## src/rtl/core/hsfp_pkg.sv

```systemverilog
// shared constants, types and helper functions of the five-point heat stencil
package hsfp_pkg;

    localparam int MAX_COLS  = 256;
    localparam int MAX_ROWS  = 256;
    localparam int BUF_DEPTH = MAX_COLS + 2;
    localparam int BUF_AW    = $clog2(BUF_DEPTH);
    localparam int DIM_W     = 9;
    localparam int DATA_W    = 32;
    localparam int SUM_W     = DATA_W + 1;
    localparam int QUOT_W    = DATA_W - 1;
    localparam int ACC_W     = 48;
    localparam int PADDR_W   = 3;
    localparam int PDATA_W   = 32;
    localparam int S_DATA_W  = 2 * DATA_W;
    localparam int M_DATA_W  = DATA_W + ACC_W;

    localparam logic [DIM_W-1:0] COLS_RESET = DIM_W'(256);
    localparam logic [DIM_W-1:0] ROWS_RESET = DIM_W'(256);

    // register index, taken from paddr[2]
    localparam logic REG_GRID_COLS = 1'b0;
    localparam logic REG_GRID_ROWS = 1'b1;

    // what one accepted item asks of the arithmetic pipe
    typedef struct packed {
        logic result;
        logic clear;
        logic last;
    } hsfp_tok_t;

    function automatic logic [DIM_W-1:0] clamp_dim(input logic [DIM_W-1:0] raw,
                                                   input logic [DIM_W-1:0] hi);
        logic [DIM_W-1:0] res;
        if (raw == '0) begin
            res = DIM_W'(1);
        end else if (raw > hi) begin
            res = hi;
        end else begin
            res = raw;
        end
        return res;
    endfunction

    function automatic logic [DATA_W-1:0] sat_data(input logic [DATA_W:0] x);
        logic [DATA_W-1:0] res;
        if (x[DATA_W] != x[DATA_W-1]) begin
            res = x[DATA_W] ? {1'b1, {(DATA_W-1){1'b0}}} : {1'b0, {(DATA_W-1){1'b1}}};
        end else begin
            res = x[DATA_W-1:0];
        end
        return res;
    endfunction

    function automatic logic [ACC_W-1:0] sat_acc(input logic [ACC_W:0] x);
        logic [ACC_W-1:0] res;
        if (x[ACC_W] != x[ACC_W-1]) begin
            res = x[ACC_W] ? {1'b1, {(ACC_W-1){1'b0}}} : {1'b0, {(ACC_W-1){1'b1}}};
        end else begin
            res = x[ACC_W-1:0];
        end
        return res;
    endfunction

endpackage

```

## src/rtl/core/hsfp_cell.sv

```systemverilog
// one window cell: holds a row value and hands it on to its neighbor
module hsfp_cell (
    input  logic                        aclk,
    input  logic                        en,
    input  logic                        sel_load,
    input  logic [hsfp_pkg::DATA_W-1:0] load_data,
    input  logic [hsfp_pkg::DATA_W-1:0] nbr_data,
    output logic [hsfp_pkg::DATA_W-1:0] d_out,
    output logic [hsfp_pkg::DATA_W-1:0] q
);

    logic [hsfp_pkg::DATA_W-1:0] q_reg;

    assign d_out = sel_load ? load_data : nbr_data;
    assign q     = q_reg;

    always_ff @(posedge aclk) begin
        if (en) begin
            q_reg <= d_out;
        end
    end

endmodule

```

## config.mk

```make
export PLATFORM = sky130hd
export DESIGN_NAME = hsfp_cell
export DESIGN_NICKNAME = d
export VERILOG_FILES = /design/src/rtl/core/hsfp_pkg.sv /design/src/rtl/core/hsfp_cell.sv
export SDC_FILE = /design/constraint.sdc
export NUM_CORES = 1
export LEC_CHECK = 0
export BUFFER_PORTS_ARGS = -buffer_cell sky130_fd_sc_hd__clkbuf_2
export CORE_MARGIN = 2
export CORE_UTILIZATION = 35
export DETAILED_ROUTE_END_ITERATION = 12
export PLACE_DENSITY = 0.79
export SYNTH_ARGS = -nofsm -noshare
export SYNTH_HDL_FRONTEND = slang
export SYNTH_SLANG_ARGS = --single-unit
```

## constraint.sdc

```tcl
create_clock -name aclk -period 1.6 [get_ports aclk]
set_input_delay 0.24 -clock aclk [delete_from_list [all_inputs] [get_ports aclk]]
set_output_delay 0.24 -clock aclk [all_outputs]
set_load 0.1 [all_outputs]
```

# After elaboration in Yosys (flattened, before gate mapping)
# Index checks and enable logic that the tools add are counted.
# totals
reg_bits	32
input_bits	67
out_inout_bits	64
word_cells	2
# op_classes
mux	1
# ops
op	count
32-bit two-way mux	1

# Longest topological paths before layout
# depth
word_depth	1
depth_mapped	3
mapped_depth_nobuf	1

# Worst setup path before layout
# No wires, ideal clock.
# synth_timing
path_kind	input to register
startpoint	in sel_load
endpoint	reg q_reg, in the netlist q[29] (data pin)
setup_time_ns	0.344
arrival_ns	0.912
required_ns	1.256
path_slack_ns	0.344
stages	2
path_buffers	1
path_cell_list	buf_6 > mux2_2
# synth_via
elab_chain_len	1
# synth_lines
element	line	source
from (decl)	hsfp_cell.sv:5	input logic sel_load,
32-bit two-way mux	hsfp_cell.sv:14	assign d_out = sel_load ? load_data : nbr_data;
net d_out (one bit)	hsfp_cell.sv:8	output logic [hsfp_pkg::DATA_W-1:0] d_out,
to (signal assigned)	hsfp_cell.sv:19	q_reg <= d_out;
to (decl)	hsfp_cell.sv:12	logic [hsfp_pkg::DATA_W-1:0] q_reg;
# The timed path passes the listed nets, and every way through them passes these cells.
# A chain may end at the register's enable or synchronous reset.

# Worst setup path in the final report
# layout_timing
startpoint	in sel_load
endpoint	out d_out[29] (netlist bit)
# layout_via
elab_chain_len	1
# layout_lines
element	line
32-bit two-way mux	hsfp_cell.sv:14
to (decl)	hsfp_cell.sv:8
# No other way between the ends.

==> impl_metrics.tcl <==
set metrics [dict create \
    muxShareOfSynthArea_pct 31.4 \
    root_buffer "clkbuf_8" \
    syn_area_per_cell_um2 22.1 \
    grt.total_usage_pct 17.4 \
    pre_cts_slack_ns 0.215 \
    cts_tree "built" \
    io_pins 131 \
    postCtsSetupRepairBufs 0 \
    synth_top_area_cell "edfxtp_1" \
    place_hpwl_mm 3.40 \
    synth_compound_area_share_pct 0 \
    final.period_utilization_pct 86.0 \
    crit_path_start_kind "input port" \
    synth-seq-area-share_pct 63.8 \
    vdd_drop_max_mv 0.823 \
    die_x_um 69.6 \
    synth_area_um2 1510 \
    die_height_um 69.6 \
    drcViolationCount 0 \
    antenna_found_initial 0 \
    worstPathArrival_ns 1.14 \
    area_growth_pct 83.6 \
    slew_headroom_pct 62.8 \
    nNetsFinal 271 \
    worstPathMaxFanout 15 \
    drv_cap 0 \
    layout_common_cells "clkbuf_2, buf_12, edfxtp_1" \
    p_sw_uw 1500 \
    status "complete, no violations" \
    worst_pin_slew_ns 0.561 \
    power.share.clock_pct 17.4 \
    p_seq_share_pct 31.8 \
    timing_hold_violations_final 0 \
    start_util_pct 37.1 \
    yosysWarnings 0 \
    htree_levels 2 \
    gp_congestion 0.773 \
    hold_slack_ns 0.302 \
    largest_reg_flops 32 \
    core.rowCount 23 \
    hold_end "q[7]$_DFFE_PP_" \
    grt_max_degree 33 \
    synth-simple-area-share_pct 0 \
    setup_slack_ns 0.224 \
    grt_pass1_vias 1310 \
    cts_resized 0 \
    rsz0062_at_grt "no" \
    critPathKind "input port to output pin" \
    synth_xor_area_share_pct 0 \
    antenna_cells 0 \
    first_iter_violations 54 \
    syn_inst 68 \
    io_buffers 130 \
    detail_route.vias_per_cell 4.43 \
    max_freq_ghz 0.727 \
    cts_hold_buf 0 \
    firstDrtPassIters 4 \
    overflow 0 \
    drive_gt1_share_pct 83.3 \
    hold_path_class "input port to register" \
    min_period_ns 1.38 \
    hold_depth 2 \
    worstSetupEndpointType "output pin" \
    core_um2 4060 \
    clock_path_buffers 2 \
    cts_buffers 5 \
    switching_share_pct 46.2 \
    finalMaxSlewViolations 0 \
    drt_wl_total_mm 4.05 \
    p_int_uw 1750 \
    setup_viol_count_final 0 \
    cp.required_ns 1.36 \
    vias 1125 \
    p_comb_share_pct 50.8 \
    wl_per_cell_um 15.9 \
    grt_pass1_wl_mm 6.34 \
    clock-sinks 32 \
    leakagePower_uw 0.00134 \
    synth_seq_cells 32 \
    postRouteAntennaNets 0 \
    final_common_cell "clkbuf_2" \
    die-area_um2 4840 \
    synth_top_area_share_pct 63.8 \
    path_clk_slew_ns 0.06 \
    ys_types 5 \
    setup_tns_ns 0 \
    synth.area.top_cells "edfxtp_1, mux2_4, buf_12" \
    syn-num-nets 135 \
    min_from "nbr_data[7]" \
    powerDensity_nw_per_um2 1180 \
    post_synth_fa_ha_maj_area_fraction_pct 0 \
    synth_top_family_by_area "multiplexers" \
]
through the flow:
stage	total power [uW]	instances	cell area, um2	util (%)
2_1_floorplan	2240	68	1510	-
3_3_place_gp	2700	247	2690	66.2
3_5_place_dp	2720	247	2690	66.2
4_1_cts	3290	254	2760	68.1
5_1_grt	3360	254	2760	68.1
6_report	3260	254	2760	68.1
power by group through the flow:
stage	logic, uW	registers, uW	clock network, uW
floorplan	637	1610	0
global placement	1650	1050	0
detailed placement	1660	1050	0
CTS	1670	1030	588
global route	1690	1040	626
finish	1660	1030	567
cell type report:
class                      count  area [um2]
clock inverter                 2        7.51
multi-input combinational     32         473
clock buffer                   5        68.8
timing repair buffer         133        1190
tap                           50        62.6
sequential                    32         961
fill                         277        1290
how the worst max path moves through the flow:
stage | startpoint | to | depth (start not counted)
floorplan | sel_load | q[29]$_DFFE_PP_ | 2
global placement | sel_load | d_out[29] | 4
detailed placement | sel_load | d_out[29] | 4
CTS | sel_load | d_out[29] | 4
global route | sel_load | d_out[29] | 4
finish | sel_load | d_out[29] | 4
cell usage after synthesis:
cell	instances
buf_6	1
edfxtp_1	32
mux2_2	2
buf_12	3
mux2_4	30
metal layers:
layer / track usage, % / up-vias / routed length [um]
met3: 9.01 / 4 / 405
met4: 6.54 / 0 / 36
met2: 33.5 / 69 / 2360
li1: - / 538 / -
met5: 0 / - / 0
met1: 14.8 / 514 / 1250
kinds of logic (layout without fill, tap and decap cells):
logic type / count (synthesis) / after routing
buf+inv: 4 / 140
flops: 32 / 32
mux: 32 / 32
critical path, cell delays in order:
cell and delay [ns]:
clkbuf_2 0.15, buf_12 0.18, mux2_2 0.38, buf_12 0.17
Note: power is estimated with default switching activity, not from simulation.
