### config.mk
export PLATFORM = sky130hd
export DESIGN_NAME = hsfp_calc_pipe
export DESIGN_NICKNAME = d
export VERILOG_FILES = /design/src/rtl/core/hsfp_pkg.sv /design/src/rtl/core/hsfp_calc_pipe.sv
export SDC_FILE = /design/constraint.sdc
export NUM_CORES = 1
export LEC_CHECK = 0
export ABC_CLOCK_PERIOD_IN_PS = 4950
export BUFFER_PORTS_ARGS = -buffer_cell sky130_fd_sc_hd__buf_4
export CORE_MARGIN = 3
export CORE_UTILIZATION = 55
export DETAILED_ROUTE_END_ITERATION = 6
export GPL_ROUTABILITY_DRIVEN = 1
export PLACE_DENSITY = 0.76
export SETUP_SLACK_MARGIN = 0.1
export SLEW_MARGIN = 20
export SYNTH_ARGS = -nofsm -noshare
export SYNTH_HDL_FRONTEND = slang
export SYNTH_SLANG_ARGS = --single-unit
### constraint.sdc
create_clock -name aclk -period 4.95 [get_ports aclk]
set_input_delay 0.7425 -clock aclk [delete_from_list [all_inputs] [get_ports aclk]]
set_output_delay 0.7425 -clock aclk [all_outputs]
set_load 0.02 [all_outputs]
### src/rtl/core/hsfp_pkg.sv
// shared constants, types and helper functions of the five-point heat stencil
package hsfp_pkg;

    localparam int MAX_COLS  = 256;
    localparam int MAX_ROWS  = 256;
    localparam int BUF_DEPTH = MAX_COLS + 2;
    localparam int BUF_AW    = $clog2(BUF_DEPTH);
    localparam int DIM_W     = 9;
    localparam int DATA_W    = 32;
    localparam int SUM_W     = DATA_W + 1;
    localparam int QUOT_W    = DATA_W - 1;
    localparam int ACC_W     = 48;
    localparam int PADDR_W   = 3;
    localparam int PDATA_W   = 32;
    localparam int S_DATA_W  = 2 * DATA_W;
    localparam int M_DATA_W  = DATA_W + ACC_W;

    localparam logic [DIM_W-1:0] COLS_RESET = DIM_W'(256);
    localparam logic [DIM_W-1:0] ROWS_RESET = DIM_W'(256);

    // register index, taken from paddr[2]
    localparam logic REG_GRID_COLS = 1'b0;
    localparam logic REG_GRID_ROWS = 1'b1;

    // what one accepted item asks of the arithmetic pipe
    typedef struct packed {
        logic result;
        logic clear;
        logic last;
    } hsfp_tok_t;

    function automatic logic [DIM_W-1:0] clamp_dim(input logic [DIM_W-1:0] raw,
                                                   input logic [DIM_W-1:0] hi);
        logic [DIM_W-1:0] res;
        if (raw == '0) begin
            res = DIM_W'(1);
        end else if (raw > hi) begin
            res = hi;
        end else begin
            res = raw;
        end
        return res;
    endfunction

    function automatic logic [DATA_W-1:0] sat_data(input logic [DATA_W:0] x);
        logic [DATA_W-1:0] res;
        if (x[DATA_W] != x[DATA_W-1]) begin
            res = x[DATA_W] ? {1'b1, {(DATA_W-1){1'b0}}} : {1'b0, {(DATA_W-1){1'b1}}};
        end else begin
            res = x[DATA_W-1:0];
        end
        return res;
    endfunction

    function automatic logic [ACC_W-1:0] sat_acc(input logic [ACC_W:0] x);
        logic [ACC_W-1:0] res;
        if (x[ACC_W] != x[ACC_W-1]) begin
            res = x[ACC_W] ? {1'b1, {(ACC_W-1){1'b0}}} : {1'b0, {(ACC_W-1){1'b1}}};
        end else begin
            res = x[ACC_W-1:0];
        end
        return res;
    endfunction

endpackage

### src/rtl/core/hsfp_calc_pipe.sv
// stencil arithmetic pipe, heat accumulator and output register
module hsfp_calc_pipe (
    input  logic                          aclk,
    input  logic                          aresetn,
    input  logic                          in_valid,
    input  hsfp_pkg::hsfp_tok_t           in_tok,
    input  logic [hsfp_pkg::DATA_W-1:0]   north,
    input  logic [hsfp_pkg::DATA_W-1:0]   south,
    input  logic [hsfp_pkg::DATA_W-1:0]   west,
    input  logic [hsfp_pkg::DATA_W-1:0]   east,
    input  logic [hsfp_pkg::DATA_W-1:0]   prior,
    output logic                          in_ready,
    output logic                          m_valid,
    input  logic                          m_ready,
    output logic [hsfp_pkg::DATA_W-1:0]   m_new_value,
    output logic [hsfp_pkg::ACC_W-1:0]    m_heat_total,
    output logic                          m_last
);

    localparam int DW  = hsfp_pkg::DATA_W;
    localparam int SW  = hsfp_pkg::SUM_W;
    localparam int QW  = hsfp_pkg::QUOT_W;
    localparam int AW  = hsfp_pkg::ACC_W;

    logic                v1_reg, v2_reg, v3_reg;
    hsfp_pkg::hsfp_tok_t tok1_reg, tok2_reg, tok3_reg;
    logic [SW-1:0]       ns1_reg, we1_reg;
    logic [DW-1:0]       half1_reg, half2_reg;
    logic [QW-1:0]       quot2_reg;
    logic [DW-1:0]       val3_reg;

    logic                m_valid_reg;
    logic [DW-1:0]       m_new_reg;
    logic [AW-1:0]       m_heat_reg;
    logic                m_last_reg;
    logic [AW-1:0]       acc_reg;

    logic                out_free, drain3, ld1, ld2, ld3;
    logic [SW:0]         sum4;
    logic [DW:0]         val_sum;
    logic [AW:0]         acc_sum;
    logic [AW-1:0]       acc_next;

    // a clear token never occupies the output register
    assign out_free = !m_valid_reg || m_ready;
    assign drain3   = v3_reg && (tok3_reg.clear || out_free);
    assign ld3      = !v3_reg || drain3;
    assign ld2      = !v2_reg || ld3;
    assign ld1      = !v1_reg || ld2;
    assign in_ready = ld1;

    assign sum4     = {ns1_reg[SW-1], ns1_reg} + {we1_reg[SW-1], we1_reg};
    assign val_sum  = {half2_reg[DW-1], half2_reg} + {{2{quot2_reg[QW-1]}}, quot2_reg};
    assign acc_sum  = {acc_reg[AW-1], acc_reg} + {{(AW+1-DW){val3_reg[DW-1]}}, val3_reg};
    assign acc_next = hsfp_pkg::sat_acc(acc_sum);

    always_ff @(posedge aclk) begin
        if (!aresetn) begin
            v1_reg      <= 1'b0;
            v2_reg      <= 1'b0;
            v3_reg      <= 1'b0;
            m_valid_reg <= 1'b0;
            acc_reg     <= '0;
        end else begin
            if (ld1) begin
                v1_reg <= in_valid;
            end
            if (ld2) begin
                v2_reg <= v1_reg;
            end
            if (ld3) begin
                v3_reg <= v2_reg;
            end
            if (drain3 && tok3_reg.result) begin
                m_valid_reg <= 1'b1;
            end else if (m_ready) begin
                m_valid_reg <= 1'b0;
            end
            if (drain3 && tok3_reg.clear) begin
                acc_reg <= '0;
            end else if (drain3 && tok3_reg.result) begin
                acc_reg <= acc_next;
            end
        end
    end

    always_ff @(posedge aclk) begin
        if (ld1) begin
            tok1_reg  <= in_tok;
            ns1_reg   <= {north[DW-1], north} + {south[DW-1], south};
            we1_reg   <= {west[DW-1], west} + {east[DW-1], east};
            half1_reg <= {prior[DW-1], prior[DW-1:1]};
        end
        if (ld2) begin
            tok2_reg  <= tok1_reg;
            quot2_reg <= sum4[SW:3];
            half2_reg <= half1_reg;
        end
        if (ld3) begin
            tok3_reg  <= tok2_reg;
            val3_reg  <= hsfp_pkg::sat_data(val_sum);
        end
        if (drain3 && tok3_reg.result) begin
            m_new_reg  <= val3_reg;
            m_heat_reg <= tok3_reg.last ? acc_next : '0;
            m_last_reg <= tok3_reg.last;
        end
    end

    assign m_valid      = m_valid_reg;
    assign m_new_value  = m_new_reg;
    assign m_heat_total = m_heat_reg;
    assign m_last       = m_last_reg;

    a_tok_excl: assert property (@(posedge aclk) disable iff (!aresetn)
        v1_reg |-> !(tok1_reg.result && tok1_reg.clear))
        else $error("token asks for a result and a clear at once");

    a_clear_zero: assert property (@(posedge aclk) disable iff (!aresetn)
        (drain3 && tok3_reg.clear) |=> (acc_reg == '0))
        else $error("heat total not cleared at end of grid");

    a_full_stall: assert property (@(posedge aclk) disable iff (!aresetn)
        !ld1 |-> (v1_reg && v2_reg && v3_reg && m_valid_reg))
        else $error("input stalled while the pipe has room");

    a_heat_last: assert property (@(posedge aclk) disable iff (!aresetn)
        (m_valid_reg && !m_last_reg) |-> (m_heat_reg == '0))
        else $error("heat total shown on a result that is not last");

endmodule

### After elaboration in Yosys (flattened, before gate mapping)

Index checks and enable logic that the tools add are counted.

| storage, ports and cells | value |
|---|---|
| register bits | 333 |
| word-level logic and storage cells | 51 |
| input port bits | 167 |
| output and inout port bits | 83 |

| operators by class | value |
|---|---|
| $add $sub $neg | 5 |
| multiplexer cells | 6 |
| bitwise gates (word level) | 1 |
| equality and inequality tests | 2 |
| reductions and logical operators | 14 |

Operators with widths:

| cell | count |
|---|---|
| 2-to-1 mux 48 bit | 2 |
| adder 32 x 32 -> 33 bit | 2 |
| 2-to-1 mux 32 bit | 2 |
| adder 48 x 32 -> 49 bit | 1 |
| adder 33 x 33 -> 34 bit | 1 |
| adder 31 x 31 -> 32 bit | 1 |
| logical OR 1 bit | 5 |
| logical NOT 1 bit | 4 |
| logical AND 1 bit | 3 |
| 2-to-1 mux 1 bit | 2 |
| inequality test 1 bit | 2 |
| nonzero test 2 bit | 1 |
| OR reduction 2 bit | 1 |
| NOT 1 bit | 1 |

### Longest topological paths before layout

Gate-level depths: netlist of run 1.

| depth | value |
|---|---|
| depth in word-level cells | 7 |
| depth in mapped cells | 13 |
| gate-level depth less buffers | 12 |

### Worst setup path after synthesis of run 1

OpenSTA, ideal clock, no wires.

| timing path | value |
|---|---|
| path kind | input -> register |
| from | input m_ready |
| to | register half1_reg[0] (enable) |
| buffers on the path | 0 |
| slack | 0.142 ns |
| stages | 4 |
| data arrival time | 3.566 ns |
| setup time | 1.242 ns |
| data required time | 3.708 ns |
| cell sequence | nand2b_1 -> nor2_1 -> and2_1 -> nand3_1 |

| between the ends | value |
|---|---|
| longest elaborated chain between the ends | 6 |

RTL lines:

| element | RTL line | text |
|---|---|---|
| start, declared | hsfp_calc_pipe.sv:14 | `input logic m_ready,` |
| logical OR 1 bit | hsfp_calc_pipe.sv:45 | `assign out_free = !m_valid_reg \|\| m_ready;` |
| logical OR 1 bit | hsfp_calc_pipe.sv:46 | `assign drain3 = v3_reg && (tok3_reg.clear \|\| out_free);` |
| logical AND 1 bit | hsfp_calc_pipe.sv:46 |  |
| logical OR 1 bit | hsfp_calc_pipe.sv:47 | `assign ld3 = !v3_reg \|\| drain3;` |
| logical OR 1 bit | hsfp_calc_pipe.sv:48 | `assign ld2 = !v2_reg \|\| ld3;` |
| logical OR 1 bit | hsfp_calc_pipe.sv:49 | `assign ld1 = !v1_reg \|\| ld2;` |
| via in_ready | hsfp_calc_pipe.sv:12 | `output logic in_ready,` |
| end signal, assigned | hsfp_calc_pipe.sv:92 | `half1_reg <= {prior[DW-1], prior[DW-1:1]};` |
| end, declared | hsfp_calc_pipe.sv:28 | `logic [DW-1:0] half1_reg, half2_reg;` |

The timed path passes the listed nets, and every way through them passes these cells.
A chain may end at the register's enable or synchronous reset.

### Final worst setup path of run 1

| timing path | value |
|---|---|
| from | register val3_reg[31] |
| to | register m_heat_reg[17], in the netlist m_heat_total[17], data pin |

| between the ends | value |
|---|---|
| longest elaborated chain between the ends | 3 |

RTL lines:

| element | RTL line | text |
|---|---|---|
| start, declared | hsfp_calc_pipe.sv:30 | `logic [DW-1:0] val3_reg;` |
| start signal, assigned | hsfp_calc_pipe.sv:101 | `val3_reg <= hsfp_pkg::sat_data(val_sum);` |
| adder 48 x 32 -> 49 bit * | hsfp_calc_pipe.sv:54 | `assign acc_sum = {acc_reg[AW-1], acc_reg} + {{(AW+1-DW){val3_reg[DW-1]}}, val3_reg};` |
| 2-to-1 mux 48 bit or inequality test 1 bit (tied branches) | hsfp_pkg.sv:58, hsfp_pkg.sv:57 |  |
| 2-to-1 mux 48 bit * | hsfp_pkg.sv:57 | `if (x[ACC_W] != x[ACC_W-1]) begin` |
| end signal, assigned | hsfp_calc_pipe.sv:105 | `m_heat_reg <= tok3_reg.last ? acc_next : '0;` |
| end, declared | hsfp_calc_pipe.sv:34 | `logic [AW-1:0] m_heat_reg;` |

Mark *: on every way between the ends. The rest lies on a longest branch, timed or not.

==> results_dict.tcl, run 1 <==
set metrics [dict create \
    die_x_um 194 \
    holdBufCountCts 0 \
    layout_min_cycle_time_ps 4430 \
    synth-main-ff-cell "edfxtp_1" \
    drt-wirelength-per-cell_um 17.5 \
    root_buffer "clkbuf_16" \
    status "finished clean" \
    yosys-mux-area-fraction 0 \
    crit_chain "ha_1 > a211oi_1 > o21bai_1 > o21ai_0 > a21oi_1 > or4_1 > o21a_1 > o211ai_2 > nand2_1 > buf_4 > nor3_1" \
    total_power_uw 10600 \
    yosysSeqAreaShare 0.490 \
    critPathLaunchType "flip-flop" \
    p_leak_uw 0.00964 \
    syn-cell-area_um2 19400 \
    synth_top_family_by_area "compound AO/OA/AOI/OAI gates" \
    r2r_start "val3_reg[31]$_DFFE_PP_" \
    syn_nets 2182 \
    slowest_stage "edfxtp_1" \
    crit_type "flip-flop to flip-flop" \
    viasPerCell 5.77 \
    required_ps 5290 \
    drc 0 \
    cts_resized 0 \
    postSynthCellCount 1836 \
    cts_made_buffers 34 \
    die-area_um2 37500 \
    finClkSkew_ps 11.6 \
    synthXorXnorAreaFrac 0.0624 \
    post-cts-setup-buffers 0 \
    max_freq_mhz 226 \
    hold_class "input port to flip-flop" \
    hold_viol 0 \
    cp-startpoint "val3_reg[31]$_DFFE_PP_" \
    clockBufferDepth 3 \
    fin_crit_sh 0.894 \
    p_per_area_nw_per_um2 462 \
    ant_nets 0 \
    antenna_found_initial 3 \
    synthAdderAreaFrac 0.117 \
    worstSkewPairLatency_ps 520 \
    wirelength_um 44900 \
    synth_simple_gate_area_frac 0.127 \
    core_area_um2 34600 \
    ys_types 68 \
    synth_warnings 0 \
    grt_pass1_wl_um 72700 \
    maxSlewHeadroom 0.325 \
    grt_pass1_vias 14700 \
    area_growth_pct 18.0 \
    max_stage_delay_ps 830 \
    gp_congestion 0.956 \
    die_height_um 194 \
    drtPass1Iterations 5 \
    rsz0062_at_grt "no" \
    maxCapViolations 0 \
    tritoncts "yes" \
    setup_ws_ps 524 \
    final_util 0.660 \
    cts.sinks 333 \
    layout_common_cells "281 x edfxtp_1, 261 x buf_4, 175 x ha_1" \
    synth_async_sr_flop_share 0 \
    worstPathArrival_ps 4770 \
    setup_viol 0 \
    drv_slew 0 \
    fin_nets 2438 \
    drt_iter0_drc 806 \
    min_from "prior[3]" \
    post-place-ws_ps 624 \
    rows 68 \
    io_pins 250 \
    fin_tns_setup_ps 0 \
    synth-seq-cells 333 \
    initial_utilization 0.559 \
    cp_max_fo 22 \
    end_kind "flip-flop" \
    nFillCells 2715 \
    htreeDepth 2 \
    overflow 0 \
    tightestPinTransition_ps 1010 \
    synth_edf_count 281 \
    detailed_place_hpwl_um 35100 \
    mostFrequentLayoutCell "edfxtp_1" \
    drive_gt1_frac 0.158 \
    avgSynthCellArea_um2 10.5 \
    antennaDiodeCount 0 \
    synth_compound_area_frac 0.184 \
    grt_use_total 0.235 \
    clk_pin_slew_worst_paths_ps 70 \
    vias 14800 \
    peakVddDrop_mv 0.261 \
    holdWs_ps 408 \
    portBuffers 248 \
    grt_max_degree 57 \
]
## Yosys cell counts (all sizes together) (9+ instances only)
cell	count	area, um^2
a21oi	174	871
and3	21	131
nand3	41	205
xor2	46	403
o21ai	137	686
ha	175	2190
o21bai	21	158
edfxtp	281	8440
nor2b	18	113
nand2	142	536
nand4	15	93.8
a31oi	11	68.8
nand2b	28	175
nor2	170	638
a211oi	20	155
or2	9	56.3
nor3	28	140
buf	11	57.6
a21o	66	495
inv	54	203
and2	19	119
or3	10	62.6
clkbuf	31	118
o21a	28	210
dfxtp	52	1040
xnor2	92	806
o211ai	26	200
## per-layer routing
layer	vias up	part of all wire	GRT usage
met3	94	0.061	0.0475
met4	6	0.030	0.0785
li1	7403	-	-
met5	-	0.00093	0
met1	6910	0.43	0.296
met2	435	0.48	0.406
## power by group
group	switching (uW)	internal, uW
clock network	1040	1440
logic	2360	1660
registers	268	3780
## worst paths after layout
check	end	slack, ps	depth (start not counted)
worst max-delay path	m_heat_total[17]$_SDFFCE_PN0P_	520	11
worst min-delay path	half1_reg[2]$_DFFE_PP_	410	1
worst max register to register	m_heat_total[17]$_SDFFCE_PN0P_	520	11
worst min register to register	half2_reg[14]$_DFFE_PP_	420	0
## per-stage QoR
step | std cells | instance area, um^2
6_report | 2572 | 22800
5_1_grt | 2572 | 22800
4_1_cts | 2572 | 22800
3_5_place_dp | 2511 | 21800
3_3_place_gp | 2511 | 21800
2_1_floorplan | 1836 | 19400
## critical path: cells and delay by family (launching register included)
family / cells / cell delay [ps]
buf+inv: 1 / 360
flops: 1 / 830
fa+ha+maj: 1 / 450
compound gates: 6 / 1380
simple gates: 3 / 1210
## cell families after synthesis
family,Yosys count
compound gates,565
simple gates,525
flops,333
fa+ha+maj,179
xor+xnor,138
buf+inv,96
## area by class of cell
class | instances | area, um^2 | area share
clock buffers | 45 | 923 | 0.0404
clock inverters | 16 | 168 | 0.00734
inverters | 54 | 203 | 0.00887
multi-input cells | 1407 | 9520 | 0.417
flip-flops and latches | 333 | 9480 | 0.415
well taps | 455 | 569 | 0.0249
repair buffers | 262 | 1980 | 0.0866
Note: power is estimated with default switching activity, not from simulation.
==> run 2, diff against run 1 <==
RECOVER_POWER = 25   (was not set)
==> run 2 against run 1 <==
First-iteration DRC count increased by 6.0%. Critical endpoint unchanged. Die area did not move. Power is essentially flat. Via count grew 0.20%. Routed wire length is 0.14% lower. Worst hold slack improved by 9.4 ps. Clock power hardly changed. The flow now finishes with violations (capacitance limit, slew limit).
==> results_dict.tcl, run 2 (synthesis results as in run 1) <==
set metrics [dict create \
    status "complete, but fails checks" \
    violations "capacitance limit, slew limit" \
    finClkSkew_ps 12.5 \
    p_sw_frac 0.348 \
    cp-endpoint "m_heat_total[17]$_SDFFCE_PN0P_" \
    drt_iter0_drc 854 \
    core_area_um2 34600 \
    required_ps 5290 \
    die-area_um2 37500 \
    htreeDepth 2 \
    slowest_stage "edfxtp_1" \
    vias 14900 \
    holdBufCountCts 0 \
    pwr-share-clk 0.235 \
    clockBufferDepth 3 \
    io_pins 250 \
    max_freq_mhz 226 \
    gp_congestion 0.956 \
    cts_resized 0 \
    post-cts-setup-buffers 0 \
    clk_pin_slew_worst_paths_ps 70 \
    crit_cells 11 \
    fin_tns_setup_ps 0 \
    internal_power_uw 6880 \
    cp_num_buf_inv 1 \
    r2r_start "val3_reg[31]$_DFFE_PP_" \
    cp-startpoint "val3_reg[31]$_DFFE_PP_" \
    die_height_um 194 \
    die_x_um 194 \
    total_power_uw 10500 \
    detailed_place_hpwl_um 35100 \
    worstPathArrival_ps 4760 \
    tightestPinTransition_ps 1720 \
    cts_made_buffers 34 \
    viasPerCell 5.78 \
    antennaDiodeCount 0 \
    maxSlewHeadroom -0.148 \
    cts.sinks 333 \
    fin_crit_sh 0.892 \
    end_kind "flip-flop" \
    rows 68 \
    antenna_found_initial 5 \
    setup_viol 0 \
    reg2reg_slack_ps 530 \
    root_buffer "clkbuf_16" \
    drc 0 \
    r2r_cells 11 \
    drv_slew 34 \
    drtPass1Iterations 5 \
    grt_pass1_vias 14700 \
    maxCapViolations 1 \
    tritoncts "yes" \
    cp_max_fo 22 \
    area_growth_pct 17.8 \
    ant_nets 0 \
    p_switching_uw 3670 \
    overflow 0 \
    crit_type "flip-flop to flip-flop" \
    portBuffers 248 \
    post-place-cells 2511 \
    fin_nets 2438 \
    wirelength_um 44900 \
    peakVddDrop_mv 0.260 \
    layout_min_cycle_time_ps 4420 \
    max_stage_delay_ps 840 \
    mostFrequentLayoutCell "edfxtp_1" \
    timing.rr.end "m_heat_total[17]$_SDFFCE_PN0P_" \
    cp_top_family "compound AO/OA/AOI/OAI gates" \
    p_per_area_nw_per_um2 463 \
    crit_chain "ha_1 > a211oi_1 > o21bai_1 > o21ai_0 > a21oi_1 > or4_1 > o21a_1 > o211ai_2 > nand2_1 > buf_4 > nor3_1" \
    fin_cells 2572 \
    worstSkewPairLatency_ps 520 \
    critPathLaunchType "flip-flop" \
    initial_utilization 0.559 \
    grt_pass1_wl_um 72700 \
    drt-wirelength-per-cell_um 17.4 \
    rsz0062_at_grt "no" \
    drive_gt1_frac 0.154 \
    comb_power_share 0.381 \
    hold_viol 0 \
    grt_max_degree 57 \
    grt_use_total 0.235 \
    power_frac_seq 0.384 \
    hold_class "flip-flop to flip-flop" \
    p_leak_uw 0.00960 \
    layout_common_cells "281 x edfxtp_1, 221 x buf_4, 175 x ha_1" \
]
run 2: power groups by stage:
stage / Clock, uW / Combinational, uW / Sequential, uW
floorplan: 0 / 3030 / 3990
global placement: 0 / 3860 / 4100
detailed placement: 0 / 3950 / 4110
CTS: 2540 / 3990 / 4050
global route: 2650 / 4510 / 4100
finish: 2480 / 4020 / 4050
run 2: cell type report:
cell class              instances  area (um^2)
clock buffers                  45          923
clock inverters                16          168
fillers                      2728        11800
inverters                      54          203
multi-input cells            1407         9510
flip-flops and latches        333         9480
well taps                     455          569
repair buffers                262         1950
run 2: metrics by stage:
step | hold WS (ps) | util | worst slack [ps] | instance area, um^2
after floorplan | 400 | - | 142 | 19400
after global placement | 402 | 0.628 | 707 | 21800
after detailed placement | 405 | 0.628 | 624 | 21800
after CTS | 379 | 0.660 | 568 | 22800
after global routing | 402 | 0.659 | 267 | 22800
final | 418 | 0.659 | 535 | 22800
run 2: worst register-to-register path, stage by stage, from the launching register on:
cell	delay, ps
edfxtp_1	840
ha_1	460
a211oi_1	260
o21bai_1	180
o21ai_0	210
a21oi_1	110
or4_1	540
o21a_1	260
o211ai_2	370
nand2_1	410
buf_4	360
nor3_1	250
run 2: how the worst min path moves through the flow:
stage / cells past startpoint / slack, ps / end / start
5_1_grt: 1 / 400 / half1_reg[26]$_DFFE_PP_ / prior[27]
3_3_place_gp: 0 / 400 / half2_reg[15]$_DFFE_PP_ / half1_reg[15]$_DFFE_PP_
4_1_cts: 1 / 380 / half1_reg[26]$_DFFE_PP_ / prior[27]
6_report: 0 / 420 / half2_reg[14]$_DFFE_PP_ / half1_reg[14]$_DFFE_PP_
2_1_floorplan: 0 / 400 / half2_reg[0]$_DFFE_PP_ / half1_reg[0]$_DFFE_PP_
3_5_place_dp: 0 / 400 / half2_reg[14]$_DFFE_PP_ / half1_reg[14]$_DFFE_PP_
run 2: layer usage:
| metal | global-route usage | vias up | wire, um |
|---|---|---|---|
| met5 | 0 | - | 69 |
| met4 | 0.0785 | 10 | 1520 |
| met3 | 0.0475 | 104 | 2830 |
| met2 | 0.406 | 443 | 21500 |
| met1 | 0.296 | 6917 | 19000 |
| li1 | - | 7404 | - |
